### src/sv/pmcsm_scan.sv
// ----------------------------------------------------------------------------
// pmcsm_scan: victim search unit
// Keeps the running minimum cost over slots fed one per cycle.
// ----------------------------------------------------------------------------
module pmcsm_scan #(
	parameter int SLOT_W = 6,
	parameter int COST_BITS = 16
) (
	input  logic                 clk,
	input  logic                 arst_n,
	input  logic                 clear,
	input  logic                 feed,
	input  logic [SLOT_W-1:0]    slot,
	input  logic [COST_BITS-1:0] cost,
	output logic                 found,
	output logic [SLOT_W-1:0]    best
);
	logic [COST_BITS-1:0] best_cost_q;
	logic                 found_q;
	logic [SLOT_W-1:0]    best_q;

	always_ff @(posedge clk or negedge arst_n) begin
		if (!arst_n) begin
			found_q <= 1'b0;
		end else if (clear) begin
			found_q <= 1'b0;
		end else if (feed && (!found_q || cost < best_cost_q)) begin
			found_q <= 1'b1;
		end
	end

	always_ff @(posedge clk) begin
		if (!clear && feed && (!found_q || cost < best_cost_q)) begin
			best_cost_q <= cost;
			best_q <= slot;
		end
	end

	assign found = found_q;
	assign best  = best_q;
endmodule

### config.mk
export PLATFORM = sky130hd
export DESIGN_NAME = pmcsm_scan
export DESIGN_NICKNAME = d
export VERILOG_FILES = /design/src/sv/pmcsm_scan.sv
export SDC_FILE = /design/constraint.sdc
export NUM_CORES = 1
export LEC_CHECK = 0
export ABC_AREA = 0
export ABC_CLOCK_PERIOD_IN_PS = 6020
export BUFFER_PORTS_ARGS = -buffer_cell sky130_fd_sc_hd__buf_2
export CAP_MARGIN = 20
export CORE_MARGIN = 4
export CORE_UTILIZATION = 40
export DETAILED_ROUTE_END_ITERATION = 6
export GPL_ROUTABILITY_DRIVEN = 0
export SLEW_MARGIN = 20
export SYNTH_ARGS = -nofsm -noshare
export SYNTH_HDL_FRONTEND = slang
export SYNTH_SLANG_ARGS = --single-unit
### constraint.sdc
create_clock -name clk -period 6.02 [get_ports clk]
set_clock_uncertainty 0.1 [all_clocks]
set_input_delay 1.204 -clock clk [delete_from_list [all_inputs] [get_ports clk]]
set_output_delay 1.204 -clock clk [all_outputs]
set_load 0.02 [all_outputs]
==> results.txt <==
----------------------------------------------------
[Status]
  Outcome ... complete, no violations

[Power and ir drop]
  Switching part of the total ... between 20% and 30%
  Power per standard cell area ... roughly 230 nW/um2
  Peak supply drop ... 0.172 mV
  Power, Total ... roughly 0.31 mW
  Sequential cell fraction of total power ... a little over three fifths
  Proportion of power drawn by the clock network ... 22.1%
  Internal ... around 0.23 mW
  Switch Pwr ... 0.0728 mW
  Leak pwr ... 0.622 nW
  Part of the total power dissipated in combinational logic ... 15.5%

[Place]
  Count of input and output buffers ... 32
  Count of placed standard cells including taps ... 140
  HPWL reported at the end of detailed placement ... 1540 um

[Drt]
  Number of routed nets with antenna violations ... 0
  DR iter-0 viols ... 5
  Post-detailed-route wirelength per cell ... 12.5 um
  Routed vias/inst ... around 5
  Via Count ... 722
  DRT Pass-1 Iters ... 2
  Remaining routing DRC violations ... 0
  Final routed wirelength across all metal layers ... 1800 um

[Critical path]
  Worst reg-to-reg setup slack ... 3.23 ns
  Worst path top cell family by delay ... compound AO/OA/AOI/OAI gates
  Cell count along the critical path ... 7
  WS Path Type ... in -> reg
  Critical register-to-register path endpoint ... best_cost_q[2]
  Cells along the critical path ... buf_2 -> ha_1 -> a21o_1 -> a221o_1 -> a2111o_1 -> o32ai_2 -> buf_4
  Sort of element at the start of the critical path ... input port
  Buf/Inv on CP ... 2
  FF-to-FF path depth ... 7
  Type of destination of the critical path ... flip-flop
  Crit path arrival time ... 3.32 ns
  Required time reported for the critical path endpoint ... between 5 and 6 ns
  R2R Path Start ... best_cost_q[9]
  Biggest fanout along the worst timing path ... 18
  CP max-delay cell ... sky130_fd_sc_hd__o32ai_2
  Critical Path Max Stage Delay ... approximately 0.45 ns
  Critical path startpoint ... cost[9]

[Timing]
  Highest attainable clock frequency ... 292 MHz
  Normalized max-slew margin ... a little under three quarters
  Final setup violating endpoints ... 0
  Final sum of negative setup slack ... 0 ns
  Final Critical Period ... between 3 and 4 ns
  Transition at the pin with the smallest max-transition slack ... 0.426 ns
  Ratio of final minimum period to clock period ... 56.8%
  Unrepaired setup endpoints after global routing ... no
  Count of final hold-check violations ... 0
  Final number of max-transition violations ... 0

[Floorplanning]
  Top-level port count ... 33
  CORE AREA ... 2520 um2
  Initial cell density of the core ... 42.9%
  Die extent in y ... 60.0 um
  Area of the die ... 3600 um2
  Overall die width ... around 60 um
  Floorplan row count ... 18

[CTS]
  Insertion delay of the later-clocked pin in the worst-skew pair ... approximately 0.30 ns
  Total number of clock tree sinks ... 23
  Resized Gates After CTS ... 0
  Count of hold-fix buffers inserted at cts ... 0
  # H-tree levels ... 1
  Number of buffers inserted to repair setup after CTS ... 0
  TritonCTS clock tree ... done
  Number of buffers added by the clock tree synthesis step ... 3
  Maximum buffer depth of the clock tree ... 2
  Register clock-pin slew on the reported worst setup and hold paths ... 0.12 ns
  Cell at the root of the clock tree ... sky130_fd_sc_hd__clkbuf_4

[GRT]
  Maximum number of pins on one net before global-route repair ... 19
  Remaining global-route overflow ... 0
  Number of global-route vias before repair ... roughly 730
  Wire length of the first global-routing pass ... 2990 um
  Antenna violations before repair ... 0
  Global-route total usage across every layer ... between 10% and 20%

[Min path]
  Hold_sp ... found
  Hold Crit Endpoint ... found
  Tightest Hold Check Type ... reg -> reg
  Number of stages on the worst hold path ... 2

[Layout]
  Post-layout nets ... 156
  Final standard cell count with taps included and fillers excluded ... 144
  Count of inserted antenna diode cells ... 0
  Area overhead of the layout relative to synthesis ... 22.2%
  Fraction of layout instances using a drive strength above 1 ... ~33%
  Area of all sequential standard cells ... 686 um2
  Area taken by multi-input logic gates ... 347 um2
  Fillcell total ... 240

[Flow run]
  MaxCap Viol Count ... 0

[Logic synthesis]
  Flops & latches, synth ... 23
  Avg Synthesized Cell Area ... 14.0 um2
  Part of the Yosys area used for sequential elements ... 63.4%
  Cell area after technology mapping ... about 1100 um2
  Gate Count Post-Synth ... 77
  Yosys warning count ... 0
  Post-synth cell types ... 20
  Syn Nets ... 118

----------------------------------------------------
==> layout by cell type (no fill, tap or decap), types with 2 or more instances in the layout <==
master,n
sky130_fd_sc_hd__buf_2,32
sky130_fd_sc_hd__edfxtp_1,22
sky130_fd_sc_hd__a21o_1,2
sky130_fd_sc_hd__a21oi_1,3
sky130_fd_sc_hd__nand2b_1,2
sky130_fd_sc_hd__nand2_1,2
sky130_fd_sc_hd__nor2_1,3
sky130_fd_sc_hd__ha_1,15
sky130_fd_sc_hd__inv_1,15
sky130_fd_sc_hd__nand4_1,2
sky130_fd_sc_hd__clkbuf_4,3
==> synth_stat cells <==
cell,instances,area (um2)
sky130_fd_sc_hd__a2111oi_0,1,8.76
sky130_fd_sc_hd__dfrtp_1,1,25.0
sky130_fd_sc_hd__nand2_1,2,7.51
sky130_fd_sc_hd__and2_1,1,6.26
sky130_fd_sc_hd__a21oi_1,3,15.0
sky130_fd_sc_hd__a2111o_1,1,11.3
sky130_fd_sc_hd__o21ai_0,1,5.00
sky130_fd_sc_hd__nand3_1,1,5.00
sky130_fd_sc_hd__inv_1,15,56.3
sky130_fd_sc_hd__nor2_1,3,11.3
sky130_fd_sc_hd__o32ai_1,1,8.76
sky130_fd_sc_hd__edfxtp_1,22,661
sky130_fd_sc_hd__ha_1,15,188
sky130_fd_sc_hd__nand2b_1,2,12.5
sky130_fd_sc_hd__nor4_1,1,6.26
sky130_fd_sc_hd__nand4_1,2,12.5
sky130_fd_sc_hd__and4_1,1,8.76
sky130_fd_sc_hd__a221o_1,1,10.0
sky130_fd_sc_hd__a21o_1,2,15.0
sky130_fd_sc_hd__o21a_1,1,7.51
==> metal layers <==
metal / vias up / part of all wire, % / track usage, %
met3: 2 / 7.4 / 3.67
met1: 342 / 43 / 13.9
met5: - / 0 / 0
li1: 358 / - / -
met4: 0 / 0.50 / 3.80
met2: 20 / 49 / 19.1
==> worst register-to-register path, cell delays in order (launching register included) <==
cell and delay (ns):
sky130_fd_sc_hd__edfxtp_1 0.38, sky130_fd_sc_hd__inv_1 0.07, sky130_fd_sc_hd__ha_1 0.23, sky130_fd_sc_hd__a21o_1 0.18, sky130_fd_sc_hd__a221o_1 0.32, sky130_fd_sc_hd__a2111o_1 0.42
sky130_fd_sc_hd__o32ai_2 0.45, sky130_fd_sc_hd__buf_4 0.34
==> logic make-up (layout without fill, tap and decap cells) <==
group           count (synthesis)  after routing  share of synthesized area [%]
buf+inv                        15             52                           5.21
simple gates                   13             13                           6.48
fa+ha+maj                      15             15                           17.4
flops                          23             23                           63.4
compound gates                 11             11                           7.52
==> sequential cells by signal (all words and copies together), names as in the netlist <==
signal       cells
best_cost_q     16
best             6
found            1
==> how the worst max path moves through the flow <==
| stage | slack, ns | to |
|---|---|---|
| detailed placement | 2.25 | best[1] |
| global placement | 2.29 | best[3] |
| floorplan | 1.32 | best[0] |
| CTS | 2.59 | best[1] |
| finish | 2.60 | best_cost_q[2] |
| global route | 2.50 | best_cost_q[13] |
==> layout make-up <==
type | count | share of cell area, %
inverters | 15 | 4.26
flip-flops and latches | 23 | 51.9
well taps | 30 | 2.84
multi-input cells | 39 | 26.2
repair buffers | 33 | 12.7
clock inverters | 1 | 0.379
clock buffers | 3 | 1.70
==> power by group through the flow <==
stage	Combinational [mW]	Clock, mW	Sequential, mW
2_1_floorplan	0.0231	0	0.200
3_3_place_gp	0.0470	0	0.195
3_5_place_dp	0.0491	0	0.195
4_1_cts	0.0492	0.0717	0.192
5_1_grt	0.0558	0.0832	0.193
6_report	0.0477	0.0678	0.192
==> metrics by stage <==
step | setup WS [ns] | util, % | area, um2 | hold slack, ns
3_3_place_gp | 2.29 | 51.3 | 1290 | 0.453
6_report | 2.60 | 52.4 | 1320 | 0.473
4_1_cts | 2.59 | 52.4 | 1320 | 0.487
5_1_grt | 2.50 | 52.4 | 1320 | 0.515
3_5_place_dp | 2.25 | 51.3 | 1290 | 0.456
2_1_floorplan | 1.32 | - | 1080 | 0.518
(Power assumes the default switching activity.)
