--- src/sv/pmcsm_ram.sv ---
// ----------------------------------------------------------------------------
// pmcsm_ram: generic RAM with one write port and one read port
// One write and one read address per cycle, registered read data.
// ----------------------------------------------------------------------------
module pmcsm_ram #(
	parameter int WIDTH = 8,
	parameter int DEPTH = 16
) (
	input  logic                     clk,
	input  logic                     we,
	input  logic [$clog2(DEPTH)-1:0] waddr,
	input  logic [WIDTH-1:0]         wdata,
	input  logic [$clog2(DEPTH)-1:0] raddr,
	output logic [WIDTH-1:0]         rdata
);
	logic [WIDTH-1:0] mem_q [DEPTH];

	always_ff @(posedge clk) begin
		if (we) mem_q[waddr] <= wdata;
		rdata <= mem_q[raddr];
	end
endmodule

--- config.mk ---
export PLATFORM = sky130hd
export DESIGN_NAME = pmcsm_ram
export DESIGN_NICKNAME = d
export VERILOG_FILES = /design/src/sv/pmcsm_ram.sv
export SDC_FILE = /design/constraint.sdc
export NUM_CORES = 1
export LEC_CHECK = 0
export ABC_AREA = 1
export ABC_CLOCK_PERIOD_IN_PS = 1040
export BUFFER_PORTS_ARGS = -buffer_cell sky130_fd_sc_hd__clkbuf_2
export CAP_MARGIN = 20
export CORE_ASPECT_RATIO = 1.4
export CORE_MARGIN = 1
export CORE_UTILIZATION = 45
export DETAILED_ROUTE_END_ITERATION = 7
export PLACE_DENSITY = 0.68
export RECOVER_POWER = 50
export SETUP_SLACK_MARGIN = 0.2
export SLEW_MARGIN = 20
export SYNTH_ARGS = -nofsm -noshare
export SYNTH_HDL_FRONTEND = slang
export SYNTH_SLANG_ARGS = --single-unit
--- constraint.sdc ---
create_clock -name clk -period 1.04 [get_ports clk]
set_input_delay 0.052 -clock clk [delete_from_list [all_inputs] [get_ports clk]]
set_output_delay 0.052 -clock clk [all_outputs]
set_load 0.02 [all_outputs]
==> impl_metrics.py, run 1 <==
metrics = {
    "outcome": {
        "outcome": "finished with violations",
        "violations": "DRC",
    },
    "cts": {
        "numCtsBuffers": 17,
        "tritoncts": "done",
        "path_clk_slew_ns": 0.06,
        "cts-htree-levels": 4,
        "clk_path_buf_depth": 2,
        "clock_sinks": 136,
        "postCtsHoldBufs": 0,
        "clk_latency_ns": 0.41,
        "root_buffer": "clkbuf_16",
    },
    "die": {
        "core_mm2": 0.01243,
        "core.rowCount": 48,
        "die-area_mm2": 0.01328,
        "die_h_um": 135.9,
        "start_util_pct": 46.39,
        "fp.dieW_um": 97.68,
        "num_io_pins": 26,
    },
    "synth": {
        "ys_warn_count": 0,
        "avgSynthCellArea_um2": 10.47,
        "synth_seq_cells": 136,
        "yosysSeqAreaShare_pct": 69.43,
        "synth_area_mm2": 0.005767,
        "synth_area_leader_cell": "edfxtp_1",
        "synthAdderAreaFrac_pct": 0,
        "synth_top_area_share_pct": 66.65,
        "syn_nets": 569,
        "synth_xor_area_share_pct": 0,
        "synth_top_family_by_area": "simple AND/OR/NAND/NOR gates",
        "synth-simple-area-share_pct": 21.05,
        "ys_top_cells_by_area": "edfxtp_1 67%, nand2_1 11%, nand3_1 8.4%",
        "synthMuxAreaShare_pct": 0,
        "synthDistinctLibCells": 12,
        "synth_compound_area_share_pct": 0,
        "netlist_instances": 551,
    },
    "sta": {
        "tightest_slew_ns": 1.012,
        "relSlewSlack_pct": 32.55,
        "final_max_slew_viol_count": 0,
        "setup_viol_count_final": 0,
        "final.setup.tns_ns": 0,
        "hold_ws_ns": 0.04959,
        "rsz0062_at_grt": "yes",
        "max_freq_mhz": 1043,
        "skew_ns": 0.008592,
        "fin_ws_ns": 0.08108,
        "fin_crit_sh_pct": 92.20,
        "finalHoldViolCount": 0,
        "fin_crit_ns": 0.9589,
    },
    "power_and_ir_drop": {
        "powerDensity_mw_per_mm2": 1891,
        "p_leak_uw": 0.003089,
        "vdd_drop_max_v": 0.0009866,
        "p_total_uw": 13620,
    },
    "critical_path": {
        "critPathMaxFanout": 1,
        "endpoint_kind": "flop",
        "crit_end": "rdata[6]",
        "slowest_delay_ns": 0.37,
        "r2r_end": "rdata[6]",
        "r2r_slack_ns": 0.08,
        "slowest_stage": "edfxtp_1",
        "crit_type": "reg -> reg",
        "cp_cell_sequence": "inv_1, nand2_1, nand3_1, nand3_1, nand3_2, nand2_1",
        "cp-start-kind": "flop",
        "cp.required_ns": 1.34,
        "rr_worst_depth": 6,
        "crit_start": "mem_q[7][6]",
        "critPathArrivalTime_ns": 1.26,
        "reg2reg_from": "mem_q[7][6]",
    },
    "job": {
        "max_cap_viol_count": 0,
    },
    "layout": {
        "areaGrowthSynthToFinish_pct": 24.93,
        "antennaDiodeCount": 0,
        "layout-drive-gt1-share_pct": 25.04,
        "nets": 617,
        "utilization_pct": 57.95,
        "fillers": 965,
    },
    "route": {
        "vias": 3928,
        "wl_per_cell_um": 17.43,
        "drtIter0Drc": 262,
        "drc_errors": 2,
        "viasPerCell": 5.162,
        "firstDrtPassIters": 7,
        "ant_nets": 0,
        "finalWirelength_um": 13270,
    },
    "placement": {
        "numPortBuffers": 25,
        "dp_hpwl_um": 8163,
        "pre_cts_ws_ns": -0.09623,
        "gp_congestion": 0.8257,
    },
    "grt": {
        "grt_max_degree": 60,
        "gr-total-overflow": 0,
        "track_usage_pct": 21.13,
        "antenna_found_initial": 0,
        "grt_pass1_vias": 3885,
        "grt_pass1_wl_um": 20150,
    },
    "worst_hold_path": {
        "hp-class": "in -> reg",
    },
}
-- registers in the layout, summed over array words and instances, names as in the netlist --
signal,count
rdata,8
mem_q,128
-- layout by cell type (no fill, tap or decap) --
cell type   count
nand2_1       168
edfxtp_1      128
inv_1          99
nand3_2        49
nand3_1        48
buf_4          22
clkbuf_16      17
nor2_2         14
clkbuf_1       12
clkbuf_2        9
buf_8           8
dfxtp_2         8
nand2_2         5
bufinv_16       5
buf_12          5
inv_2           3
clkinv_4        3
nand3b_1        2
nor2_4          2
nor2_1          1
inv_6           1
clkinvlp_4      1
clkinv_2        1
-- where the power goes --
part	leakage (uW)	internal (uW)	switching, uW
Sequential	0.00122	6140	47.4
Combinational	0.00156	352	651
Clock	0.000305	4250	2180
Total	0.00309	10700	2880
-- per-stage QoR --
| step | instance area (um2) | instances |
|---|---|---|
| after floorplan | 5817 | 551 |
| after global placement | 6236 | 730 |
| after detailed placement | 6236 | 730 |
| after CTS | 7142 | 761 |
| after global routing | 7204 | 761 |
| final | 7204 | 761 |
-- how the worst min path moves through the flow --
stage	slack (ns)	from	to	cells past startpoint
after floorplan	0.15	wdata[0]	mem_q[0][0]	0
after global placement	0.47	rdata[0]	rdata[0]	1
after detailed placement	0.47	rdata[4]	rdata[4]	1
after CTS	0.04	raddr[3]	rdata[2]	4
after global routing	0.06	raddr[3]	rdata[2]	4
final	0.05	raddr[3]	rdata[2]	4
-- Yosys cell counts, drive strengths merged --
| master | number |
|---|---|
| buf | 24 |
| dfxtp | 8 |
| edfxtp | 128 |
| inv | 102 |
| nand2 | 173 |
| nand3 | 97 |
| nand3b | 2 |
| nor2 | 17 |
-- cells by family after synthesis --
kind of cell	Yosys count
buf+inv	126
flops	136
simple gates	289
-- metal layers --
metal  global-route usage (%)  part of all wire (%)  vias to the layer above
li1                         -                     -                     1867
met1                    24.02                    38                     1854
met2                    36.84                    53                      164
met3                    4.987                   4.9                       43
met4                    11.62                   4.2                        0
met5                        0                     0                        -
-- area by class of cell --
| cell class | count | area [um2] | area share (%) |
|---|---|---|---|
| Timing Repair Buffer | 53 | 464.2 | 6.443 |
| Multi-Input combinational cell | 289 | 1521 | 21.12 |
| Sequential cell | 136 | 4014 | 55.71 |
| Clock inverter | 11 | 197.7 | 2.744 |
| Clock buffer | 20 | 436.7 | 6.061 |
| Tap cell | 150 | 187.7 | 2.605 |
| Inverter | 102 | 382.9 | 5.314 |
-- worst max-delay path: cells and delay by family, from the launching register on --
kind	cells	cell delay, ns
AND/OR/NAND/NOR	5	0.42
flip-flops	1	0.37
buffers and inverters	1	0.06
-- repair_timing --
| action | 4_1_cts | 5_1_grt |
|---|---|---|
| resized for setup | 62 | 24 |
| setup endpoints to repair | 16 | 16 |
| pin swaps | 19 | 15 |
| buffers inserted | 0 | 0 |
Power figures use the tool's default switching activity.
==> inputs of run 2 (changes only) <==
- SETUP_SLACK_MARGIN: 0.2 -> default
==> run 2 against run 1 <==
Compared with the run above:
- the run still ends with DRC left
- global-route usage shrank 0.16 points
- flip-flop and latch count is the same
- design area shrank 6.1%
- via count shrank 2.6%
- routed wire length shrank 2.9%
- non-clock buffer count grew 1
- worst hold slack gained 0.048 ns
- sequential share of layout area grew 3.5 points
- first-iteration DRC count grew 28%
- critical path type unchanged
- critical endpoint is now rdata[3]
- largest cell class unchanged
==> impl_metrics.py, run 2 (same netlist as run 1, synthesis figures left out) <==
metrics = {
    "outcome": {
        "outcome": "finished with violations",
        "violations": "DRC",
    },
    "job": {
        "max_cap_viol_count": 0,
    },
    "cts": {
        "path_clk_slew_ns": 0.06,
        "cts-htree-levels": 4,
        "numCtsBuffers": 17,
        "clock_sinks": 136,
        "tritoncts": "done",
        "clk_path_buf_depth": 2,
        "postCtsHoldBufs": 0,
        "cts_setup_buffers": 0,
        "clk_latency_ns": 0.41,
        "root_buffer": "clkbuf_16",
    },
    "placement": {
        "gp_congestion": 0.8872,
        "placedCellCount": 731,
        "numPortBuffers": 25,
        "dp_hpwl_um": 8347,
    },
    "layout": {
        "largest_reg_flops": 128,
        "final_cells": 762,
        "regMostFlops": "mem_q",
        "layout_commonest_cell": "nand2_1",
        "areaGrowthSynthToFinish_pct": 17.31,
        "fillers": 1048,
        "multi_input_area_mm2": 0.001264,
        "antennaDiodeCount": 0,
        "layout-drive-gt1-share_pct": 13.07,
        "reg.largest.list": "mem_q: 128 flops, rdata: 8 flops",
        "layout_common_cells": "173 x nand2_1, 128 x edfxtp_1, 100 x inv_1",
        "nets": 618,
        "seq_area_mm2": 0.004004,
    },
    "grt": {
        "antenna_found_initial": 0,
        "grt_max_degree": 36,
        "gr-total-overflow": 0,
        "grt_pass1_wl_um": 20110,
        "track_usage_pct": 20.97,
        "grt_pass1_vias": 3824,
    },
    "critical_path": {
        "cp-start-kind": "flop",
        "cp.required_ns": 1.35,
        "critPathArrivalTime_ns": 1.31,
        "crit_start": "mem_q[1][3]",
        "endpoint_kind": "flop",
        "rr_worst_depth": 6,
        "reg2reg_from": "mem_q[1][3]",
        "r2r_slack_ns": 0.04,
        "crit_type": "reg -> reg",
        "r2r_end": "rdata[3]",
        "critPathMaxFanout": 1,
    },
    "worst_hold_path": {
        "hp-class": "in -> reg",
        "whs_path_depth": 4,
        "min_from": "raddr[3]",
        "hold_end": "rdata[1]",
    },
    "die": {
        "core_mm2": 0.01243,
        "core.rowCount": 48,
        "die_h_um": 135.9,
        "die-area_mm2": 0.01328,
        "fp.dieW_um": 97.68,
        "start_util_pct": 46.39,
        "num_io_pins": 26,
    },
    "sta": {
        "rsz0062_at_grt": "no",
        "final.setup.tns_ns": 0,
        "skew_ns": 0.004990,
        "relSlewSlack_pct": 38.59,
        "hold_ws_ns": 0.09802,
        "finalHoldViolCount": 0,
        "setup_viol_count_final": 0,
        "max_freq_mhz": 998.1,
        "final_max_slew_viol_count": 0,
        "fin_crit_ns": 1.002,
        "tightest_slew_ns": 0.9212,
        "fin_crit_sh_pct": 96.34,
    },
    "route": {
        "drtIter0Drc": 336,
        "vias": 3825,
        "drc_errors": 2,
        "wl_per_cell_um": 16.91,
        "firstDrtPassIters": 6,
        "ant_nets": 0,
        "finalWirelength_um": 12880,
        "viasPerCell": 5.020,
    },
    "power_and_ir_drop": {
        "p_leak_uw": 0.002936,
        "powerDensity_mw_per_mm2": 1818,
        "vdd_drop_max_v": 0.001150,
    },
}
run 2: cell count changes in the layout (fill, tap and decap cells not counted), moves of 8 or more:
cell / before / now
dfxtp_2: 8 / 0
nor2_2: 14 / 0
nor2_1: 1 / 17
buf_8: 8 / 0
nand3_1: 48 / 87
nand3_2: 49 / 10
dfxtp_1: 0 / 8
run 2: routing by layer:
| metal | track usage, % | share of wire [%] |
|---|---|---|
| met5 | 0 | 0 |
| met2 | 34.87 | 50 |
| met3 | 3.650 | 4.7 |
| met4 | 15.57 | 5.8 |
| met1 | 24.51 | 39 |
run 2: how the worst max path moves through the flow:
stage,endpoint,depth (start not counted)
5_1_grt,rdata[3],6
6_report,rdata[3],6
2_1_floorplan,mem_q[4][0],2
3_5_place_dp,rdata[6],8
3_3_place_gp,rdata[3],8
4_1_cts,rdata[3],6
run 2: final cells by class:
type	instances	area share [%]
sequential	136	59.18
multi-input combinational	289	18.68
clock buffer	19	6.399
timing repair buffer	54	6.029
inverter	102	5.659
tap	150	2.774
clock inverter	12	1.276
run 2: metrics by stage:
stage | power (uW) | setup WS (ns) | util, % | area [um2]
2_1_floorplan | 6748 | 0.03716 | - | 5767
3_3_place_gp | 7109 | -0.07073 | 50.02 | 6218
3_5_place_dp | 7124 | -0.09543 | 50.02 | 6218
4_1_cts | 12340 | 0.02983 | 54.20 | 6738
5_1_grt | 12670 | 0.0002497 | 54.42 | 6765
6_report | 12300 | 0.03809 | 54.42 | 6765
run 2: where the power goes:
part	switching (uW)	internal (uW)	leakage, uW
Sequential	39.6	6130	0.00122
Clock	2060	3210	0.000254
Combinational	587	268	0.00146
Total	2690	9610	0.00294
run 2: repair_timing:
item	CTS	global route
gates resized for setup	0	10
endpoints found under the setup margin	0	5
hold endpoints to repair	0	0
run 2: critical path, stage by stage (launching register included):
cell,delay [ns]
edfxtp_1,0.37
inv_1,0.06
nand2_1,0.04
nand3_1,0.09
nand3_1,0.16
nand3_2,0.11
nand2_1,0.06
